<file path="src/smrb_pkg.sv">
package smrb_pkg;

  // ring geometry, size is a power of two so pointers wrap by overflow
  localparam int RING_AW   = 8;
  localparam int RING_SIZE = 1 << RING_AW;

  // field widths
  localparam int BYTE_W  = 8;
  localparam int LEN_W   = 8;
  localparam int LIMIT_W = 7;
  localparam int CMP_W   = RING_AW + LEN_W;

  // message length cap, terminator included
  localparam int MAX_READ   = 64;
  localparam int MSG_CNT_W  = $clog2(MAX_READ);
  localparam logic [LIMIT_W-1:0] LIMIT_RESET = LIMIT_W'(MAX_READ);

  // command queue between front and back
  localparam int Q_DEPTH = 4;
  localparam int Q_AW    = $clog2(Q_DEPTH);

  typedef enum logic [1:0] {
    KIND_MSG    = 2'd0,
    KIND_ACCEPT = 2'd1,
    KIND_REJECT = 2'd2,
    KIND_EMPTY  = 2'd3
  } kind_t;

  typedef enum logic {
    MODE_WRITE = 1'b0,
    MODE_READ  = 1'b1
  } mode_t;

  typedef enum logic [1:0] {
    BK_IDLE,
    BK_ADDR,
    BK_DATA
  } back_state_t;

  // classified request handed to the back end
  typedef struct packed {
    logic  is_read;
    kind_t kind;
  } cmd_t;

  // status from the back end seen by the front end
  typedef struct packed {
    logic               done;
    logic [RING_AW-1:0] rp;
  } back_stat_t;

endpackage

</file>
<file path="src/smrb_if.sv">
interface smrb_item_if;
  logic       valid;
  logic       ready;
  logic       mode;
  logic [7:0] data_byte;
  logic       first_of_chunk;
  logic [7:0] chunk_length;

  modport source (output valid, mode, data_byte, first_of_chunk, chunk_length,
                  input ready);
  modport sink (input valid, mode, data_byte, first_of_chunk, chunk_length,
                output ready);
endinterface

interface smrb_result_if;
  logic       valid;
  logic       ready;
  logic [7:0] out_byte;
  logic [1:0] result_kind;
  logic       last;

  modport source (output valid, out_byte, result_kind, last, input ready);
  modport sink (input valid, out_byte, result_kind, last, output ready);
endinterface

</file>
<file path="src/smrb_ram.sv">
module smrb_ram #(
  parameter int WIDTH = 8,
  parameter int DEPTH = 256
) (
  input  logic                     clk,
  input  logic                     we,
  input  logic [$clog2(DEPTH)-1:0] waddr,
  input  logic [WIDTH-1:0]         wdata,
  input  logic [$clog2(DEPTH)-1:0] raddr,
  output logic [WIDTH-1:0]         rdata
);

  logic [WIDTH-1:0] mem [DEPTH];

  // one write port, one registered read port
  always_ff @(posedge clk) begin
    if (we) begin
      mem[waddr] <= wdata;
    end
    rdata <= mem[raddr];
  end

endmodule

</file>
<file path="src/smrb_front.sv">
module smrb_front
  import smrb_pkg::*;
(
  input  logic               clk,
  input  logic               rst,
  smrb_item_if.sink          item,
  input  back_stat_t         bstat,
  input  logic               q_full,
  output logic               push,
  output cmd_t               push_cmd,
  output logic               wr_en,
  output logic [RING_AW-1:0] wr_addr,
  output logic [BYTE_W-1:0]  wr_data,
  output logic [RING_AW-1:0] wp
);

  logic               read_pending;
  logic               adm;
  logic               adm_next;
  logic [LEN_W-1:0]   rem;
  logic [LEN_W-1:0]   rem_next;
  logic [RING_AW-1:0] unread;
  logic [RING_AW-1:0] free_slots;
  logic               len_ok;
  logic               store;
  kind_t              wkind;
  logic               acc;
  logic               is_read;

  // hold off everything while a read is being carried out or the queue is full
  assign item.ready = !read_pending && !q_full;
  assign acc        = item.valid && item.ready;
  assign is_read    = (item.mode == MODE_READ);

  // room check, one slot always stays empty
  assign unread     = wp - bstat.rp;
  assign free_slots = ~unread;
  assign len_ok     = (item.chunk_length != '0) &&
                      (CMP_W'(item.chunk_length) <= CMP_W'(free_slots));

  // chunk admission
  always_comb begin
    store    = 1'b0;
    wkind    = KIND_REJECT;
    adm_next = adm;
    rem_next = rem;
    if (item.first_of_chunk) begin
      adm_next = 1'b0;
      rem_next = '0;
      if (len_ok) begin
        store    = 1'b1;
        wkind    = KIND_ACCEPT;
        rem_next = item.chunk_length - LEN_W'(1);
        adm_next = (rem_next != '0);
      end
    end else if (adm && rem != '0) begin
      store    = 1'b1;
      wkind    = KIND_ACCEPT;
      rem_next = rem - LEN_W'(1);
      adm_next = (rem_next != '0);
    end
  end

  // hand-off to queue and ring store
  assign push             = acc;
  assign push_cmd.is_read = is_read;
  assign push_cmd.kind    = is_read ? KIND_MSG : wkind;
  assign wr_en            = acc && !is_read && store;
  assign wr_addr          = wp;
  assign wr_data          = item.data_byte;

  // front state
  always_ff @(posedge clk) begin
    if (rst) begin
      wp           <= '0;
      adm          <= 1'b0;
      rem          <= '0;
      read_pending <= 1'b0;
    end else begin
      if (acc && !is_read) begin
        adm <= adm_next;
        rem <= rem_next;
        if (store) begin
          wp <= wp + RING_AW'(1);
        end
      end
      if (acc && is_read) begin
        read_pending <= 1'b1;
      end else if (bstat.done) begin
        read_pending <= 1'b0;
      end
    end
  end

endmodule

</file>
<file path="src/smrb_cmdq.sv">
module smrb_cmdq
  import smrb_pkg::*;
(
  input  logic clk,
  input  logic rst,
  input  logic push,
  input  cmd_t push_cmd,
  output logic full,
  input  logic pop,
  output logic head_valid,
  output cmd_t head_cmd
);

  cmd_t          slots [Q_DEPTH];
  logic [Q_AW-1:0] wr_ptr;
  logic [Q_AW-1:0] rd_ptr;
  logic [Q_AW:0]   count;
  logic            do_push;
  logic            do_pop;

  assign full       = (count == (Q_AW+1)'(Q_DEPTH));
  assign head_valid = (count != '0);
  assign head_cmd   = slots[rd_ptr];
  assign do_push    = push && !full;
  assign do_pop     = pop && head_valid;

  // storage
  always_ff @(posedge clk) begin
    if (do_push) begin
      slots[wr_ptr] <= push_cmd;
    end
  end

  // pointers and fill level
  always_ff @(posedge clk) begin
    if (rst) begin
      wr_ptr <= '0;
      rd_ptr <= '0;
      count  <= '0;
    end else begin
      if (do_push) begin
        wr_ptr <= wr_ptr + Q_AW'(1);
      end
      if (do_pop) begin
        rd_ptr <= rd_ptr + Q_AW'(1);
      end
      if (do_push && !do_pop) begin
        count <= count + (Q_AW+1)'(1);
      end else if (do_pop && !do_push) begin
        count <= count - (Q_AW+1)'(1);
      end
    end
  end

endmodule

</file>
<file path="src/smrb_back.sv">
module smrb_back
  import smrb_pkg::*;
(
  input  logic               clk,
  input  logic               rst,
  input  logic               head_valid,
  input  cmd_t               head_cmd,
  output logic               pop,
  input  logic [RING_AW-1:0] wp,
  input  logic [LIMIT_W-1:0] read_limit,
  output logic [RING_AW-1:0] rd_addr,
  input  logic [BYTE_W-1:0]  rd_data,
  output back_stat_t         bstat,
  smrb_result_if.source      result
);

  back_state_t            state;
  back_state_t            state_next;
  logic [RING_AW-1:0]     rp;
  logic [RING_AW-1:0]     rp_next;
  logic [MSG_CNT_W-1:0]   n;
  logic [MSG_CNT_W-1:0]   n_next;
  logic [MSG_CNT_W-1:0]   lim_m1;
  logic [MSG_CNT_W-1:0]   lim_m1_next;
  logic [MSG_CNT_W-1:0]   lim_clamped;
  logic                   slot_free;
  logic                   emit;
  logic [BYTE_W-1:0]      e_byte;
  kind_t                  e_kind;
  logic                   e_last;
  logic                   done;
  logic                   oval;
  logic [BYTE_W-1:0]      obyte;
  kind_t                  okind;
  logic                   olast;

  // limit minus one, zero acts as one and anything above the cap as the cap
  always_comb begin
    if (read_limit == '0) begin
      lim_clamped = '0;
    end else if (read_limit > LIMIT_W'(MAX_READ)) begin
      lim_clamped = MSG_CNT_W'(MAX_READ - 1);
    end else begin
      lim_clamped = MSG_CNT_W'(read_limit - LIMIT_W'(1));
    end
  end

  assign slot_free = !oval || result.ready;
  assign rd_addr   = rp;

  // sequencer: one step per queued write or empty read; each message byte goes through BK_ADDR then BK_DATA
  always_comb begin
    state_next  = state;
    rp_next     = rp;
    n_next      = n;
    lim_m1_next = lim_m1;
    pop         = 1'b0;
    emit        = 1'b0;
    e_byte      = '0;
    e_kind      = KIND_MSG;
    e_last      = 1'b1;
    done        = 1'b0;
    case (state)
      BK_IDLE: begin
        if (head_valid) begin
          if (!head_cmd.is_read) begin
            if (slot_free) begin
              emit   = 1'b1;
              e_kind = head_cmd.kind;
              pop    = 1'b1;
            end
          end else if (rp == wp) begin
            if (slot_free) begin
              emit   = 1'b1;
              e_kind = KIND_EMPTY;
              pop    = 1'b1;
              done   = 1'b1;
            end
          end else begin
            pop         = 1'b1;
            n_next      = '0;
            lim_m1_next = lim_clamped;
            state_next  = BK_ADDR;
          end
        end
      end
      BK_ADDR: begin
        // ram read of rp in flight
        state_next = BK_DATA;
      end
      BK_DATA: begin
        if (slot_free) begin
          emit    = 1'b1;
          rp_next = rp + RING_AW'(1);
          if (n != lim_m1 && rd_data != '0) begin
            e_byte     = rd_data;
            e_last     = 1'b0;
            n_next     = n + MSG_CNT_W'(1);
            state_next = BK_ADDR;
          end else begin
            done       = 1'b1;
            state_next = BK_IDLE;
          end
        end
      end
      default: begin
        state_next = BK_IDLE;
      end
    endcase
  end

  always_ff @(posedge clk) begin
    if (rst) begin
      state <= BK_IDLE;
      rp    <= '0;
    end else begin
      state <= state_next;
      rp    <= rp_next;
    end
  end

  always_ff @(posedge clk) begin
    n      <= n_next;
    lim_m1 <= lim_m1_next;
  end

  // output register
  always_ff @(posedge clk) begin
    if (rst) begin
      oval <= 1'b0;
    end else if (slot_free) begin
      oval <= emit;
    end
  end

  always_ff @(posedge clk) begin
    if (slot_free && emit) begin
      obyte <= e_byte;
      okind <= e_kind;
      olast <= e_last;
    end
  end

  assign result.valid       = oval;
  assign result.out_byte    = obyte;
  assign result.result_kind = okind;
  assign result.last        = olast;

  assign bstat.done = done;
  assign bstat.rp   = rp;

endmodule

</file>
<file path="src/string_message_ring_buffer.sv">
// channel | dir | fields                                          | handshake
// item    | in  | mode, data_byte, first_of_chunk, chunk_length  | valid/ready
// result  | out | out_byte, result_kind, last                     | valid/ready
// cfg     | in  | cfg_wr_data (read_limit)                        | cfg_wr_en
//
// a write byte yields one result; writes stream back to back while the queue has room
// a read fetches each emitted byte through the registered read of the ring store;
// the front takes no item until it finishes
// rst is synchronous and clears pointers, chunk tracking, queue and output
// valid; the ring store needs no clearing
// a stalled result holds in the output register while the queue keeps filling
module string_message_ring_buffer
  import smrb_pkg::*;
(
  input  logic                 clk,
  input  logic                 rst,
  smrb_item_if.sink            item,
  smrb_result_if.source        result,
  input  logic                 cfg_wr_en,
  input  logic [LIMIT_W-1:0]   cfg_wr_data
);

  logic [LIMIT_W-1:0] read_limit;
  back_stat_t         bstat;
  logic               push;
  cmd_t               push_cmd;
  logic               q_full;
  logic               pop;
  logic               head_valid;
  cmd_t               head_cmd;
  logic               wr_en;
  logic [RING_AW-1:0] wr_addr;
  logic [BYTE_W-1:0]  wr_data;
  logic [RING_AW-1:0] rd_addr;
  logic [BYTE_W-1:0]  rd_data;
  logic [RING_AW-1:0] wp;

  // configuration register
  always_ff @(posedge clk) begin
    if (rst) begin
      read_limit <= LIMIT_RESET;
    end else if (cfg_wr_en) begin
      read_limit <= cfg_wr_data;
    end
  end

  smrb_front u_front (
    .clk      (clk),
    .rst      (rst),
    .item     (item),
    .bstat    (bstat),
    .q_full   (q_full),
    .push     (push),
    .push_cmd (push_cmd),
    .wr_en    (wr_en),
    .wr_addr  (wr_addr),
    .wr_data  (wr_data),
    .wp       (wp)
  );

  smrb_cmdq u_cmdq (
    .clk        (clk),
    .rst        (rst),
    .push       (push),
    .push_cmd   (push_cmd),
    .full       (q_full),
    .pop        (pop),
    .head_valid (head_valid),
    .head_cmd   (head_cmd)
  );

  smrb_ram #(
    .WIDTH (BYTE_W),
    .DEPTH (RING_SIZE)
  ) u_ring (
    .clk   (clk),
    .we    (wr_en),
    .waddr (wr_addr),
    .wdata (wr_data),
    .raddr (rd_addr),
    .rdata (rd_data)
  );

  smrb_back u_back (
    .clk        (clk),
    .rst        (rst),
    .head_valid (head_valid),
    .head_cmd   (head_cmd),
    .pop        (pop),
    .wp         (wp),
    .read_limit (read_limit),
    .rd_addr    (rd_addr),
    .rd_data    (rd_data),
    .bstat      (bstat),
    .result     (result)
  );

endmodule

</file>
<file path="src/flat_wrapper.sv">
// flat-port wrapper written by rule: the top's interface ports become plain ports
module string_message_ring_buffer_flat import smrb_pkg::*;
  (clk, rst, cfg_wr_en, cfg_wr_data, item_valid, item_mode, item_data_byte, item_first_of_chunk, item_chunk_length, item_ready, result_valid, result_out_byte, result_result_kind, result_last, result_ready);
  smrb_item_if item_i ();
  smrb_result_if result_i ();
  input  logic clk;
  input  logic rst;
  input  logic cfg_wr_en;
  input  logic [LIMIT_W-1:0] cfg_wr_data;
  input wire logic [$bits(item_i.valid)-1:0] item_valid;
  input wire logic [$bits(item_i.mode)-1:0] item_mode;
  input wire logic [$bits(item_i.data_byte)-1:0] item_data_byte;
  input wire logic [$bits(item_i.first_of_chunk)-1:0] item_first_of_chunk;
  input wire logic [$bits(item_i.chunk_length)-1:0] item_chunk_length;
  output wire logic [$bits(item_i.ready)-1:0] item_ready;
  output wire logic [$bits(result_i.valid)-1:0] result_valid;
  output wire logic [$bits(result_i.out_byte)-1:0] result_out_byte;
  output wire logic [$bits(result_i.result_kind)-1:0] result_result_kind;
  output wire logic [$bits(result_i.last)-1:0] result_last;
  input wire logic [$bits(result_i.ready)-1:0] result_ready;
  assign item_i.valid = item_valid;
  assign item_i.mode = item_mode;
  assign item_i.data_byte = item_data_byte;
  assign item_i.first_of_chunk = item_first_of_chunk;
  assign item_i.chunk_length = item_chunk_length;
  assign item_ready = item_i.ready;
  assign result_valid = result_i.valid;
  assign result_out_byte = result_i.out_byte;
  assign result_result_kind = result_i.result_kind;
  assign result_last = result_i.last;
  assign result_i.ready = result_ready;
  string_message_ring_buffer u_core (.clk(clk), .rst(rst), .item(item_i), .result(result_i), .cfg_wr_en(cfg_wr_en), .cfg_wr_data(cfg_wr_data));
endmodule
</file>
<file path="config.mk">
export PLATFORM = sky130hd
export DESIGN_NAME = string_message_ring_buffer_flat
export DESIGN_NICKNAME = d
export VERILOG_FILES = /design/src/smrb_pkg.sv /design/src/smrb_if.sv /design/src/smrb_ram.sv /design/src/smrb_front.sv /design/src/smrb_cmdq.sv /design/src/smrb_back.sv /design/src/string_message_ring_buffer.sv /design/src/flat_wrapper.sv
export SDC_FILE = /design/constraint.sdc
export NUM_CORES = 2
export LEC_CHECK = 0
export BUFFER_PORTS_ARGS = -buffer_cell sky130_fd_sc_hd__buf_2
export CORE_MARGIN = 10
export CORE_UTILIZATION = 45
export CTS_BUF_LIST = sky130_fd_sc_hd__clkbuf_16
export DETAILED_ROUTE_END_ITERATION = 6
export GPL_TIMING_DRIVEN = 0
export MAX_ROUTING_LAYER = met4
export SKIP_CTS_REPAIR_TIMING = 1
export SYNTH_ARGS = -nofsm -noshare
export SYNTH_HDL_FRONTEND = slang
export SYNTH_SLANG_ARGS = --single-unit
</file>
<file path="constraint.sdc">
create_clock -name clk -period 6.7 [get_ports clk]
set_clock_uncertainty 0.1 [all_clocks]
set_input_delay 2.01 -clock clk [delete_from_list [all_inputs] [get_ports clk]]
set_output_delay 2.01 -clock clk [all_outputs]
set_load 0.005 [all_outputs]
</file>
== After elaboration in Yosys (flattened, before gate mapping) ==
Memory sizes are Yosys's and may differ from the RTL's. A register that Yosys moved wholly into a read port is not among the register bits.
Index checks and enable logic that the tools add are counted.
Word-level totals
  register bits after elaboration: 66
  memory bits (writable): 2060
  input port bits: 30
  output and inout bits: 13
  logic and storage cells: 137
  memories kept: 2
Operators by class
  add/sub/neg operators: 11
  magnitude comparators: 2
  equal/unequal tests: 10
  mux-type cells: 54
  bitwise gates (word level): 2
  reductions and logical operators: 40
Memory list
  u_core.u_ring.mem: words 256, width 8, rd ports 1, clocked after Yosys merged registers in 1, write ports 1, RTL line smrb_ram.sv:13  | logic [WIDTH-1:0] mem [DEPTH];
  u_core.u_cmdq.slots: words 4, width 3, rd ports 1, clocked after Yosys merged registers in 1, write ports 1, RTL line smrb_cmdq.sv:14  | cmd_t slots [Q_DEPTH];
Operators by type and width (count)
  $reduce_bool 8->1: 5
  $mux 6: 6
  $mux 2: 14
  $mux 1: 25
  $mux 8: 3
  $add 8x1->8 const B: 2
  $sub 8x1->8 const B: 2
  $logic_and 1x1->1: 13
  $pmux 6 s2: 1
  $eq 8x8->1: 1
  $le 8x8->1: 1
  $ne 2x2->1 const B: 4
  $not 8->8: 1
  $reduce_and 2->1: 4
  $reduce_and 4->1: 2
  $reduce_bool 2->1: 4
  $sub 8x8->8: 1
  $gt 7x7->1 const B: 1
  $logic_not 7->1: 1
  $add 6x1->6 const B: 1
  $logic_not 1->1: 6
  $mux 3: 2
  $ne 6x6->1: 1
  $pmux 2 s3: 1
  15 further kinds: 17

== Longest topological paths before layout ==
  depth after elaboration: 11
  gate-level depth with buffers: 21

== Hierarchy ==
From an unflattened synthesis, not the netlist that was laid out.
Second synthesis, totals
  cells, all modules: 4239
  area total of the unflattened synthesis: 84518.6 sq um
Modules (own cells, without submodules)
  smrb_ram: instances 1, cells an instance 3733, area each 79556.3 sq um, seq. area each 61659.1 sq um
  smrb_front: instances 1, cells an instance 237, area each 1935.6 sq um, seq. area each 360.3 sq um
  smrb_back: instances 1, cells an instance 184, area each 1875.5 sq um, seq. area each 910.9 sq um
  smrb_cmdq: instances 1, cells an instance 63, area each 899.6 sq um, seq. area each 540.5 sq um
  string_message_ring_buffer: instances 1, cells an instance 22, area each 251.5 sq um, seq. area each 140.1 sq um

== Least setup slack after synthesis ==
No wires, ideal clock.
  kind: register to register
  from: reg u_core.u_back.rp[1], in the netlist u_core.u_back.rd_addr[1]
  to: mem u_core.u_ring.mem[107][0] (enable)
  arrival time: 4.605 ns
  required time: 6.230 ns
  path slack: 1.625 ns
  stages on the path, launching flop included: 22
  clock period less this slack: 5.075 ns
  cell sequence: dfxtp_1 > buf_4 > buf_2 > buf_2 > buf_2 > inv_1 > ha_1 > a21o_1 > a21oi_1 > o21bai_1 > a21oi_1 > xnor2_1 > ha_1 > a21o_1 > a21o_1 > a21oi_1 > nor2_1 > o31ai_1 > buf_2 > nand4_1 > buf_2 > nor2_1
On the way
  cells in the longest elaborated chain, start to end: 9
Ends and longest elaborated chain
  start, declared: RTL line smrb_back.sv:19  | logic [RING_AW-1:0] rp;
  start signal, assigned: RTL line smrb_back.sv:118  | rp <= rp_next;
  $sub 8x8->8: RTL line smrb_front.sv:36  | assign unread = wp - bstat.rp;
  $not 8->8: RTL line smrb_front.sv:37  | assign free_slots = ~unread;
  $le 8x8->1: RTL line smrb_front.sv:39  | (CMP_W'(item.chunk_length) <= CMP_W'(free_slots));
  $logic_and 1x1->1: RTL line smrb_front.sv:38  | assign len_ok = (item.chunk_length != '0) &&
  $mux 1: RTL line smrb_front.sv:50  | if (len_ok) begin
  $mux 1: RTL line smrb_front.sv:47  | if (item.first_of_chunk) begin
  $logic_and 1x1->1: RTL line smrb_front.sv:68  | assign wr_en = acc && !is_read && store;
  $mux 1: RTL line smrb_ram.sv:17  | if (we) begin
  $mux 1 (not written as such): RTL line smrb_ram.sv:18  | mem[waddr] <= wdata;
  end, declared: RTL line smrb_ram.sv:13
No other way between the ends.

== Worst setup path after layout ==
  from: reg u_core.u_back.rp[4], in the netlist u_core.u_back.rd_addr[4]
  to: mem u_core.u_ring.mem[115][1] (enable)
Same word-level chain as after synthesis.

==> out/metrics.yaml <==
setup_path:
  r2r_cells: 16
  r2r-start: "u_core.u_back.rd_addr[4]$_SDFFE_PP0P_"
  r2r_slack_ns: -0.17
  critPathKind: "flop to flop"
  end_kind: "flop"
  r2r_end: "u_core.u_ring.mem[115][1]$_DFFE_PP_"
  start_kind: "flop"
  required_ns: 7.15
  arrival_ns: 7.32
  worst-path-max-fanout: 10
min_path:
  min_path_type: "flop to flop"
  hold_depth: 2
  min-delay-start: "u_core.u_front.adm$_SDFFE_PP0P_"
  min_to: "u_core.u_front.adm$_SDFFE_PP0P_"
detailed_routing:
  dr.first_iter.drc_count: 9615
  via_per_inst: 6.86
  postRouteAntennaNets: 0
  drt_pass1_iterations: 7
  wl_per_cell_um: 46.6
  dr_total_vias: 49800
  drc: 29
  routed_wl_mm: 339
synthesis:
  ys_warn_count: 0
  synth-seq-cells: 2136
  synthArstFlopShare_pct: 0
  ys_types: 80
  syn_area_mm2: 0.0846
  syn_inst: 4261
  ys_seq_area_share_pct: 75.2
  synth_nets: 4325
  synth-main-ff-cell: "edfxtp_1"
  synth_edf_count: 2083
  syn_avg_cell_area_um2: 19.8
timing:
  fin_ws_ns: -0.167
  setup_viol: 1060
  worstMarginPinSlew_ns: 1.74
  slew_violations: 76
  slew_headroom_pct: -16.0
  final.period_utilization_pct: 102
  final-hold-violation-count: 0
  max_freq_mhz: 146
  period_needed_ns: 6.87
  rsz0062_at_grt: "yes"
grt:
  overflow: 0
  grt_max_degree: 148
  grt.total_usage_pct: 33.4
  grt_pass1_wl_mm: 439
  grt_pass1_vias: 46000
  antenna_found_initial: 30
clock_network:
  root_buffer: "clkbuf_16"
  cts.reportedPaths.clkPinSlew_ns: 0.07
  tritoncts: "done"
  cts.path.max_buffers: 3
  cts.sinks: 2136
  h-tree-depth: 4
  cts_buffers: 215
  clock_latency_ns: 0.90
place:
  placed_area_mm2: 0.0886
  place.gp.congestion: 1.04
  io_buffer_count: 41
  dp_hpwl_mm: 217
cells_and_area:
  area.sequential_mm2: 0.0636
  fillers: 14800
  layout_commonest_cell: "edfxtp_1"
  drive_gt1_share_pct: 26.6
  multi_input_area_mm2: 0.0208
  final_util_pct: 51.9
  nNetsFinal: 4622
  final_area_mm2: 0.0973
  layout_common_cells: "edfxtp_1, mux4_2, clkbuf_16, nor2_4, nand2_1"
  area_growth_pct: 15.0
floorplanning:
  initial_utilization_pct: 45.1
  dieArea_mm2: 0.206
  die_x_um: 454
  rows: 159
  die_h_um: 454
  core_area_mm2: 0.187
  io_pins: 43
power:
  p_int_w: 0.0214
  switching_share_pct: 22.3
  peakVddDrop_mv: 0.273
  pwr-share-clk_pct: 42.6
  pwr-share-comb_pct: 3.6
  power_leakage_nw: 29.5
  switching_power_w: 0.00612
  pwr_density_cell_mw_per_mm2: 282
  seq_power_share_pct: 53.8
  total_power_w: 0.0275
run_status:
  outcome: "finished with violations"
  violations: "design-rule violations, max-capacitance violations, max-slew violations, negative setup slack"
run:
  drv_cap: 10
-- kinds of logic after synthesis --
kind of cell	after synthesis	synth area share [%]
simple gates	716	3.68
mux	614	14.3
fa+ha+maj	36	0.544
xor+xnor	42	0.435
compound gates	449	3.75
flops	2136	75.2
buf+inv	268	2.10
-- critical path: stages, from the launching register on --
cell and delay, ns:
dfxtp_1 0.65, clkbuf_1 0.96, inv_1 0.42, buf_6 0.34
ha_1 0.37, a21oi_1 0.23, xnor2_1 0.15, ha_1 0.27
a21o_1 0.16, a21o_1 0.18, a21oi_1 0.15, nor2_1 0.11
o31ai_2 0.45, nand4_1 0.51, buf_8 0.39, clkbuf_4 0.50
nor2_4 0.47
-- layer usage --
metal / global-route usage, % / part of all wire, % / up-vias
li1: - / - / 18200
met1: 40.4 / 34 / 26100
met2: 45.5 / 42 / 4385
met3: 14.3 / 15 / 1110
met4: 21.6 / 8.1 / 0
met5: - / 0 / -
-- how the worst max path moves through the flow --
stage                                          startpoint                                  end  slack [ns]  depth (start not counted)
CTS                 u_core.u_back.rd_addr[1]$_SDFFE_PP0P_  u_core.u_ring.mem[171][7]$_DFFE_PP_       -3.03                         21
global route        u_core.u_back.rd_addr[1]$_SDFFE_PP0P_   u_core.u_ring.mem[34][5]$_DFFE_PP_       -0.03                         20
floorplan           u_core.u_back.rd_addr[1]$_SDFFE_PP0P_  u_core.u_ring.mem[107][0]$_DFFE_PP_        1.63                         21
finish              u_core.u_back.rd_addr[4]$_SDFFE_PP0P_  u_core.u_ring.mem[115][1]$_DFFE_PP_       -0.17                         16
global placement    u_core.u_back.rd_addr[1]$_SDFFE_PP0P_  u_core.u_ring.mem[131][7]$_DFFE_PP_       -3.67                         20
detailed placement  u_core.u_back.rd_addr[1]$_SDFFE_PP0P_  u_core.u_ring.mem[171][2]$_DFFE_PP_       -2.99                         21
-- registers in the layout, indices dropped and copies added (netlist names), 6 cells and up, named ones only --
register / flops
u_core.read_limit: 7
u_core.u_front.wp: 8
u_core.u_ring.rdata: 8
u_core.u_ring.mem: 2048
u_core.u_back.result.out_byte: 8
u_core.u_back.n: 6
u_core.u_front.rem: 8
u_core.u_back.lim_m1: 6
u_core.u_back.rd_addr: 8
u_core.u_cmdq.slots: 12
-- power groups by stage --
stage / sequential, W / clock [W] / combinational (W)
floorplan: 0.0151 / 0 / 0.000421
global placement: 0.0151 / 0 / 0.000899
detailed placement: 0.0151 / 0 / 0.000945
CTS: 0.0148 / 0.0116 / 0.000946
global route: 0.0148 / 0.0122 / 0.00103
finish: 0.0148 / 0.0117 / 0.000985
-- layout make-up --
| class | count | area share (%) |
|---|---|---|
| Inverter | 31 | 0.123 |
| Clock inverter | 182 | 1.39 |
| Antenna cell | 28 | 0.0720 |
| Multi-Input combinational cell | 1857 | 21.4 |
| Clock buffer | 217 | 5.58 |
| Timing Repair Buffer | 82 | 1.07 |
| Sequential cell | 2136 | 65.4 |
| Tap cell | 2495 | 3.21 |
| Buffer | 235 | 1.79 |
-- synth_stat cells (all sizes together) (19+ instances only) --
| library cell | count | area, um2 |
|---|---|---|
| nor3 | 41 | 210 |
| nor2b | 31 | 194 |
| inv | 31 | 116 |
| o21ai | 41 | 205 |
| a211oi | 25 | 193 |
| nand3 | 45 | 240 |
| a22o | 26 | 228 |
| clkbuf | 78 | 334 |
| mux2i | 143 | 1430 |
| edfxtp | 2083 | 62500 |
| ha | 32 | 400 |
| a21oi | 110 | 554 |
| nand2 | 162 | 608 |
| mux4 | 466 | 10600 |
| o22ai | 19 | 119 |
| nor2 | 358 | 1340 |
| a22oi | 84 | 636 |
| xnor2 | 26 | 228 |
| buf | 159 | 1330 |
| a221oi | 48 | 445 |
| dfxtp | 53 | 1060 |
-- through the flow --
step / setup slack (ns) / std cells / setup TNS (ns) / hold WS [ns]
finish: -0.167 / 7263 / -68.88 / 0.416
global route: -0.0337 / 7253 / -0.418 / 0.442
CTS: -3.03 / 7221 / -4231.32 / 0.421
detailed placement: -2.99 / 6822 / -4197.77 / 0.409
global placement: -3.67 / 6797 / -4590.42 / 0.409
floorplan: 1.63 / 4261 / 0 / 0.376
Note: power is estimated with default switching activity, not from simulation.
